--- src/rtl/core/mtsa_pkg.sv ---
// shared constants, types and control structs for the sorted-list merge block
// no dependencies; imported by mtsa_list and merge_two_sorted_arrays

package mtsa_pkg;

    localparam int LIST_DEPTH = 32;
    localparam int DATA_WIDTH = 32;
    // count must hold the depth itself
    localparam int CNT_W = $clog2(LIST_DEPTH + 1);
    localparam int IDX_W = (LIST_DEPTH > 1) ? $clog2(LIST_DEPTH) : 1;

    typedef logic signed [DATA_WIDTH-1:0] t_data;
    typedef logic [CNT_W-1:0] t_cnt;

    typedef enum logic [1:0] {
        CMD_LOAD_A = 2'd0,
        CMD_LOAD_B = 2'd1,
        CMD_MERGE  = 2'd2
    } t_cmd;

    typedef enum logic {
        ST_LOAD  = 1'b0,
        ST_MERGE = 1'b1
    } t_state;

    typedef struct packed {
        logic  wr_en;
        t_data wr_data;
        logic  adv;
        logic  clr;
    } t_list_ctl;

    typedef struct packed {
        t_cnt count;
        t_cnt ptr;
        logic full;
        logic remain;
    } t_list_sts;

endpackage

--- src/rtl/core/mtsa_list.sv ---
// one list: entry memory with registered read, fill count and read pointer
// depends on mtsa_pkg

module mtsa_list
    import mtsa_pkg::*;
(
    input  logic      i_clk,
    input  logic      i_rst_n,
    input  t_list_ctl i_ctl,
    output t_list_sts o_sts,
    output t_data     o_head
);

    t_data r_mem [0:LIST_DEPTH-1];
    t_data r_rd_data;
    t_cnt  r_count;
    t_cnt  r_ptr;
    t_cnt  n_count;
    t_cnt  n_ptr;
    logic  full;

    assign full = (r_count == t_cnt'(LIST_DEPTH));

    always_comb begin
        n_count = r_count;
        n_ptr   = r_ptr;
        if (i_ctl.clr) begin
            n_count = '0;
            n_ptr   = '0;
        end else begin
            if (i_ctl.wr_en && !full) begin
                n_count = r_count + t_cnt'(1);
            end
            if (i_ctl.adv) begin
                n_ptr = r_ptr + t_cnt'(1);
            end
        end
    end

    always_ff @(posedge i_clk) begin
        if (!i_rst_n) begin
            r_count <= '0;
            r_ptr   <= '0;
        end else begin
            r_count <= n_count;
            r_ptr   <= n_ptr;
        end
    end

    // read the entry the pointer will hold next cycle, so head tracks r_ptr
    always_ff @(posedge i_clk) begin
        if (i_ctl.wr_en && !full) begin
            r_mem[r_count[IDX_W-1:0]] <= i_ctl.wr_data;
        end
        r_rd_data <= r_mem[n_ptr[IDX_W-1:0]];
    end

    assign o_head        = r_rd_data;
    assign o_sts.count   = r_count;
    assign o_sts.ptr     = r_ptr;
    assign o_sts.full    = full;
    assign o_sts.remain  = (r_ptr < r_count);

endmodule

--- src/rtl/core/merge_two_sorted_arrays.sv ---
// top level of the sorted-list merge block: command decode, merge sequencer, output register
// depends on mtsa_pkg and mtsa_list
//
// usage:
//   input channel (i_in_valid / o_in_ready) carries i_command and i_value.
//   CMD_LOAD_A / CMD_LOAD_B append i_value to list A or B, one transfer per
//   cycle, and give no result; a load into a full list is dropped and marks
//   the next run as overflowed. command 3 is ignored.
//   CMD_MERGE starts a run: the block emits every loaded value on the output
//   channel (o_out_valid / i_out_ready), in ascending signed order for sorted lists, list B
//   winning ties, with o_last on the final result. a run on two empty lists
//   gives a single result with o_empty_res set and value 0.
//   after the merge transfer the sequencer enters ST_MERGE and the first result
//   goes into the output register once it is free (both list heads are read
//   out while loading), then one result per cycle while the output slot is free.
//   the rate is set by the registered read of each list memory, re-read at
//   the next pointer every cycle. no input is taken during a run; loads are
//   taken again once the last result is in the output register.
//   a receiver stall holds the output register and pauses the run.
//   reset (synchronous, active low) empties both lists and clears the
//   overflow mark; list memories are not cleared.

module merge_two_sorted_arrays
    import mtsa_pkg::*;
(
    input  logic              i_clk,
    input  logic              i_rst_n,
    input  logic              i_in_valid,
    output logic              o_in_ready,
    input  logic [1:0]        i_command,
    input  logic signed [DATA_WIDTH-1:0] i_value,
    output logic              o_out_valid,
    input  logic              i_out_ready,
    output logic signed [DATA_WIDTH-1:0] o_merged_value,
    output logic              o_last,
    output logic              o_empty_res,
    output logic              o_overflowed
);

    t_state    r_state, n_state;
    logic      r_ovf, n_ovf;
    logic      r_out_valid;
    t_data     r_out_value;
    logic      r_out_last;
    logic      r_out_empty;
    logic      r_out_ovf;

    t_list_ctl ctl_a, ctl_b;
    t_list_sts sts_a, sts_b;
    t_data     head_a, head_b;

    logic      in_xfer;
    logic      slot_free;
    logic      emit;
    logic      take_a;
    t_data     n_value;
    logic      n_last;
    logic      n_empty;

    mtsa_list u_list_a (
        .i_clk   (i_clk),
        .i_rst_n (i_rst_n),
        .i_ctl   (ctl_a),
        .o_sts   (sts_a),
        .o_head  (head_a)
    );

    mtsa_list u_list_b (
        .i_clk   (i_clk),
        .i_rst_n (i_rst_n),
        .i_ctl   (ctl_b),
        .o_sts   (sts_b),
        .o_head  (head_b)
    );

    assign o_in_ready = (r_state == ST_LOAD);
    assign in_xfer    = i_in_valid && o_in_ready;
    assign slot_free  = !r_out_valid || i_out_ready;
    assign take_a     = sts_a.remain && (!sts_b.remain || (head_a < head_b));

    always_comb begin
        n_state = r_state;
        n_ovf   = r_ovf;
        ctl_a   = '{wr_en: 1'b0, wr_data: i_value, adv: 1'b0, clr: 1'b0};
        ctl_b   = '{wr_en: 1'b0, wr_data: i_value, adv: 1'b0, clr: 1'b0};
        emit    = 1'b0;
        n_value = '0;
        n_last  = 1'b0;
        n_empty = 1'b0;
        case (r_state)
            ST_LOAD: begin
                if (in_xfer) begin
                    case (i_command)
                        CMD_LOAD_A: begin
                            ctl_a.wr_en = 1'b1;
                            if (sts_a.full) begin
                                n_ovf = 1'b1;
                            end
                        end
                        CMD_LOAD_B: begin
                            ctl_b.wr_en = 1'b1;
                            if (sts_b.full) begin
                                n_ovf = 1'b1;
                            end
                        end
                        CMD_MERGE: begin
                            n_state = ST_MERGE;
                        end
                        default: begin
                        end
                    endcase
                end
            end
            ST_MERGE: begin
                if (slot_free) begin
                    emit = 1'b1;
                    if (!sts_a.remain && !sts_b.remain) begin
                        // both lists empty at the start of the run
                        n_last  = 1'b1;
                        n_empty = 1'b1;
                    end else if (take_a) begin
                        n_value   = head_a;
                        ctl_a.adv = 1'b1;
                        n_last    = (sts_a.ptr + t_cnt'(1) == sts_a.count) && !sts_b.remain;
                    end else begin
                        n_value   = head_b;
                        ctl_b.adv = 1'b1;
                        n_last    = (sts_b.ptr + t_cnt'(1) == sts_b.count) && !sts_a.remain;
                    end
                    if (n_last) begin
                        ctl_a.clr = 1'b1;
                        ctl_b.clr = 1'b1;
                        n_ovf     = 1'b0;
                        n_state   = ST_LOAD;
                    end
                end
            end
            default: begin
                n_state = ST_LOAD;
            end
        endcase
    end

    always_ff @(posedge i_clk) begin
        if (!i_rst_n) begin
            r_state     <= ST_LOAD;
            r_ovf       <= 1'b0;
            r_out_valid <= 1'b0;
        end else begin
            r_state <= n_state;
            r_ovf   <= n_ovf;
            if (emit) begin
                r_out_valid <= 1'b1;
            end else if (i_out_ready) begin
                r_out_valid <= 1'b0;
            end
        end
    end

    always_ff @(posedge i_clk) begin
        if (emit) begin
            r_out_value <= n_value;
            r_out_last  <= n_last;
            r_out_empty <= n_empty;
            r_out_ovf   <= r_ovf;
        end
    end

    assign o_out_valid    = r_out_valid;
    assign o_merged_value = r_out_value;
    assign o_last         = r_out_last;
    assign o_empty_res    = r_out_empty;
    assign o_overflowed   = r_out_ovf;

    a_last_ends_run: assert property (@(posedge i_clk) disable iff (!i_rst_n)
        (emit && n_last) |=> (r_state == ST_LOAD && sts_a.count == '0 &&
                              sts_b.count == '0 && !r_ovf))
        else $error("run did not end cleanly after last result");

    a_ptr_in_range: assert property (@(posedge i_clk) disable iff (!i_rst_n)
        (sts_a.ptr <= sts_a.count) && (sts_b.ptr <= sts_b.count))
        else $error("read pointer passed list count");

    a_emit_has_data: assert property (@(posedge i_clk) disable iff (!i_rst_n)
        (emit && !n_empty) |-> (sts_a.remain || sts_b.remain))
        else $error("result emitted with both lists drained");

    a_no_load_in_run: assert property (@(posedge i_clk) disable iff (!i_rst_n)
        (r_state == ST_MERGE) |-> (!ctl_a.wr_en && !ctl_b.wr_en))
        else $error("list written during a merge run");

    a_empty_is_last: assert property (@(posedge i_clk) disable iff (!i_rst_n)
        (emit && n_empty) |=> (sts_a.count == '0 && sts_b.count == '0 &&
                               $past(sts_a.count) == '0 && $past(sts_b.count) == '0))
        else $error("empty result with loaded entries");

endmodule

--- config.mk ---
export PLATFORM = sky130hd
export DESIGN_NAME = merge_two_sorted_arrays
export DESIGN_NICKNAME = d
export VERILOG_FILES = /design/src/rtl/core/mtsa_pkg.sv /design/src/rtl/core/mtsa_list.sv /design/src/rtl/core/merge_two_sorted_arrays.sv
export SDC_FILE = /design/constraint.sdc
export NUM_CORES = 2
export LEC_CHECK = 0
export BUFFER_PORTS_ARGS = -buffer_cell sky130_fd_sc_hd__clkbuf_2
export CORE_MARGIN = 2
export CORE_UTILIZATION = 58
export CTS_BUF_LIST = sky130_fd_sc_hd__clkbuf_8
export DETAILED_ROUTE_END_ITERATION = 6
export PLACE_DENSITY = 0.7
export SYNTH_ARGS = -nofsm -noshare
export SYNTH_HDL_FRONTEND = slang
export SYNTH_HIERARCHICAL = 1
export SYNTH_SLANG_ARGS = --single-unit
export TNS_END_PERCENT = 5
--- constraint.sdc ---
create_clock -name i_clk -period 11.5 [get_ports i_clk]
set_clock_uncertainty 0.15 [all_clocks]
set_input_delay 0 -clock i_clk [delete_from_list [all_inputs] [get_ports i_clk]]
set_output_delay 0 -clock i_clk [all_outputs]
set_load 0.05 [all_outputs]
### After elaboration in Yosys (flattened, before gate mapping)

Memories as Yosys holds them, arrays and structs flattened. A register that Yosys moved wholly into a read port is not among the register bits.
Cells that the tools add are included.

* $add $sub $neg: 4
* order comparisons: 3
* equality and inequality tests: 12
* mux-type cells: 45
* bitwise gates (word level): 3
* reductions and logical operators: 21

Operators by type and width (number)
* $mux 1: 33
* $lt 32x32->1: 1
* $mux 32: 1
* $add 6x1->6 const B: 4
* $mux 5: 4
* $eq 6x6->1: 2
* $eq 6x6->1 const B: 2
* $lt 6x6->1: 2
* $mux 2: 4
* $logic_and 1x1->1: 7
* $ne 2x1->1 const B: 3
* $ne 3x2->1 const B: 2
* $pmux 1 s2: 3
* $reduce_and 6->1: 1
* $logic_not 1->1: 5
* $reduce_or 2->1: 2
* $ne 3x1->1 const B: 1
* $not 1->1: 3
* $reduce_or 3->1: 1
* $eq 2x1->1 const B: 1
* $eq 2x2->1 const B: 1
* $logic_not 2->1: 1
* $logic_or 1x1->1: 2
* $reduce_and 2->1: 1
* $reduce_bool 2->1: 1

* register bits: 62
* RAM bits: 2048
* bits of input ports: 38
* output and inout bits: 37
* word-level logic and storage cells: 103
* memories kept: 2

Memory list
* u_list_a.r_mem: depth 32, bits a word 32, read ports 1, clocked after Yosys merged registers in 1, write ports 1, line mtsa_list.sv:14 `t_data r_mem [0:LIST_DEPTH-1];`
* u_list_b.r_mem: depth 32, bits a word 32, read ports 1, clocked after Yosys merged registers in 1, write ports 1, line mtsa_list.sv:14

### Logic depth before layout (Yosys ltp)

* word-level depth: 13
* depth in mapped cells: 23
* mapped depth without buffers: 18

### Cells and area by module

The synthesis kept the hierarchy.

By module, submodules not included
* mtsa_list at u_list_a: times used 1, cells each 3091, area each 43708.2 µm², seq. area each 31630.3 µm²
* mtsa_list at u_list_b: times used 1, cells each 2701, area each 42987.5 µm², seq. area each 31630.3 µm²
* merge_two_sorted_arrays: times used 1, cells each 450, area each 4023.9 µm², seq. area each 1111.1 µm²

### Least setup slack after synthesis

No wires, ideal clock.

* path type: flip-flop to flip-flop
* from: reg u_list_a.r_ptr[0]
* to: reg u_list_a.r_rd_data[10] (netlist: u_list_a/o_head[10]) (read register of u_list_a.r_mem)
* setup time: 0.059 ns
* data arrival time: 4.701 ns
* required time: 11.291 ns
* slack: 6.590 ns
* cell stages (with the launch flop): 22
* path buffers: 7
* clock period less this slack: 4.910 ns
* path through: dfxtp_1 -> buf_4 -> clkbuf_1 -> nand2b_1 -> a21o_1 -> a21o_1 -> a21o_1 -> a21o_1 -> a21oi_1 -> inv_1 -> nor4b_2 -> nand4_1 -> nor4_1 -> a211o_1 -> buf_2 -> clkbuf_1 -> clkbuf_1 -> buf_1 -> clkbuf_1 -> nand2_1 -> a31oi_1 -> o311a_1

RTL lines
* from (decl): line mtsa_list.sv:17 `t_cnt r_ptr;`
* from (signal assigned): line mtsa_list.sv:46 `r_ptr <= n_ptr;`
* to (decl): line mtsa_list.sv:15 `t_data r_rd_data;`

==> flow_summary.yaml <==
detailed_routing:
  post_drt_wl_per_cell_um: 31.5
  vias: 59800
  vias_per_cell: 6.87
  detail-route-antenna-nets: 0
  drc: 2
  drt_wl_total_um: 274000
  drt_pass1_iterations: 7
  first_iter_violations: 8563
place:
  pre_cts_ws_ns: 2.34
  numPortBuffers: 74
  placedInstanceArea_mm2: 0.0933
  dp_hpwl_um: 149000
  gp_congestion: 0.944
cts:
  clockBufferDepth: 4
  numCtsBuffers: 353
  cts_tree: "built"
  cts-root-buf: "clkbuf_8"
  cts_resized: 0
  post_cts_buffers: 0
  cts_sinks: 2174
  htreeDepth: 5
  worstSkewPairLatency_ns: 1.03
  clkTransAtPathRegs_ns: 0.07
yosys:
  ys_ff_latch: 2174
  synth_fp_nets: 6333
  ys_seq_area_share_pct: 71.0
  ys_types: 85
  synth_area_per_cell_um2: 14.5
  async_flop_share_pct: 0
  synth-edff-count: 2083
  yosysWarnings: 6
  synth_area_mm2: 0.0907
  yosys_most_used_dff: "edfxtp_1"
  netlist_instances: 6242
run:
  drv_cap: 2
timing:
  tightest_slew_ns: 1.52
  fmax_mhz: 107
  relSlewSlack_pct: -2.50
  layout_setup_ws_ns: 2.14
  finalHoldViolations: 0
  rsz0062_at_grt: "no"
  period_needed_ns: 9.36
  setup_viol: 0
  slew_violations: 2
  fin_setup_tns_ns: 0
  timing.final.crit_share_pct: 81.4
floorplanning:
  die_area_mm2: 0.160
  die_y_um: 399
  row_count: 145
  io_pins: 75
  fp.dieW_um: 399
  core_area_mm2: 0.156
  start_util_pct: 58.2
final_layout:
  final_common_cell: "edfxtp_1"
  drive_gt1_share_pct: 14.4
  design_area_mm2: 0.100
  mostFrequentLayoutCells: "edfxtp_1 (2083), nand2_1 (936), clkbuf_8 (383)"
  nets: 6485
  final_util_pct: 64.2
  area_growth_pct: 10.4
setup_path:
  critical-path-max-stage-delay_ns: 1.15
  cp_common_cell: "a21o_1"
  critPathSlowestCell: "nor4_1"
  arrival_ns: 10.04
  worstPathRequired_ns: 12.18
  critPathKind: "reg2reg"
  critPathCaptureType: "register"
  path_delay_family: "compound AO/OA/AOI/OAI gates"
  cp-start-kind: "register"
  path_cells: "ha_1 -> a21o_1 -> a21o_1 -> a21o_1 -> a21o_1 -> a21oi_1 -> inv_1 -> nor4b_4 -> buf_4 -> nand4_1 -> nor4_1 -> a211o_4 -> inv_2 -> o21ai_4 -> buf_4 -> buf_4 -> mux4_2 -> a22o_1 -> nor4_1 -> nor4_1"
  path_max_fanout: 65
  path_buf_inv: 5
worst_hold_path:
  hold_class: "in2reg"
pwr:
  pwr_density_cell_mw_per_mm2: 153
  ir_drop_mv: 0.133
  leakagePower_uw: 0.0329
  total_power_uw: 15300
global_routing:
  grt_start_max_net_pins: 169
  grt_first_pass_wirelength_um: 391000
  overflow: 0
  first_global_vias: 57300
  antenna_found_initial: 16
  gr-usage-all-layers_pct: 34.1
status:
  failed_checks: "DRC, capacitance limit, slew limit"
  status: "complete, but fails checks"
path summary, 6_finish.rpt:
check                           depth (start not counted)                    end  slack (ns)              start
worst max-delay path                                   20     u_list_b/o_head[7]        2.14  u_list_a/r_ptr[1]
worst min-delay path                                    3  u_list_b/r_mem[8][26]        0.05        i_value[26]
worst max register to register                         20     u_list_b/o_head[7]        2.14  u_list_a/r_ptr[1]
worst min register to register                          0           o_overflowed        0.31              r_ovf
cell families (layout without fill, tap and decap cells):
| kind of cell | Yosys count | count (layout) | synth area share, % |
|---|---|---|---|
| flip-flops | 2174 | 2174 | 71.0 |
| XOR/XNOR | 33 | 33 | 0.327 |
| adder cells (fa/ha/maj) | 53 | 53 | 0.731 |
| AND/OR/NAND/NOR | 1639 | 1639 | 8.24 |
| buffers and inverters | 610 | 1018 | 3.00 |
| other | 0 | 9 | 0 |
| AO/OA/AOI/OAI | 1516 | 1516 | 12.0 |
| multiplexers | 217 | 217 | 4.72 |
synthesized netlist by cell type (all sizes together), types with 8 or more instances:
cell type  number  area, µm²
o22ai          87        544
a21o           14        105
a31oi          91        569
nor3           73        365
mux2            8       90.1
nor2          128        490
o221ai         34        298
o31ai          30        225
o21ai         165        841
nor4           58        363
a211oi        160       1200
ha             53        663
a21oi         332       1660
nor2b          18        115
xor2           14        123
a311oi         64        561
inv           124        465
a211o          12        105
edfxtp       2083      62500
a221oi        122       1070
nand2         941       3530
o311a          28        280
nor3b          94        706
nand4          17        113
clkbuf        274       1030
nand2b         75        469
dfxtp          91       1820
o32ai          34        298
mux2i          42        428
a22oi          46        350
buf           211       1220
a311o          86        861
a22o          120       1050
mux4          167       3760
and3           13       86.3
xnor2          19        174
a221o          61        611
and2           23        144
nand3         172        861
stage by stage:
stage	hold slack, ns	cells
3_3_place_gp	0.217	8049
3_5_place_dp	0.217	8049
2_1_floorplan	-0.0511	6242
5_1_grt	0.0485	8711
6_report	0.0510	8717
4_1_cts	0.00299	8707
per-layer routing:
metal	global-route usage (%)	part of all wire (%)	vias up
li1	-	-	25000
met5	0	0.014	-
met3	6.13	9.8	827
met1	43.7	36	29900
met4	24.4	8.2	6
met2	52.8	46	4078
report_power, final:
group	internal [µW]	switching [µW]	total, µW	leakage [µW]
Sequential	8700	54.9	8760	0.0195
Combinational	128	402	530	0.00972
Clock	3110	2950	6060	0.00374
state kept, by name, summed over array words and instances, names as in the netlist:
register	cells
u_list_a/r_mem	1024
u_list_b/r_mem	1024
o_merged_value	32
u_list_a/o_head	32
u_list_b/o_head	32
u_list_a/r_count	6
u_list_a/r_ptr	6
u_list_b/r_count	6
u_list_b/r_ptr	6
o_empty_res	1
o_last	1
o_out_valid	1
o_overflowed	1
r_ovf	1
r_state	1
worst reg2reg max path, delay by kind of cell (launching register included):
| kind | cells | cell delay (ns) |
|---|---|---|
| simple gates | 5 | 2.10 |
| fa+ha+maj | 1 | 0.36 |
| buf+inv | 5 | 2.53 |
| compound gates | 8 | 2.53 |
| mux | 1 | 0.63 |
| flops | 1 | 0.87 |
final cells by class:
class                           instances  area, µm²
Antenna cell                            9       22.5
Clock buffer                          383       5270
Clock inverter                        228       1000
Fill cell                           11100      55700
Inverter                              125        469
Multi-Input combinational cell       3458      24300
Sequential cell                      2174      64400
Tap cell                             2058       2570
Timing Repair Buffer                  282       2130
timing repair:
action,in CTS,in global routing
endpoints found under the setup margin,0,0
hold buffers,47,0
endpoints found under the hold margin,2148,0
(Power assumes the default switching activity.)
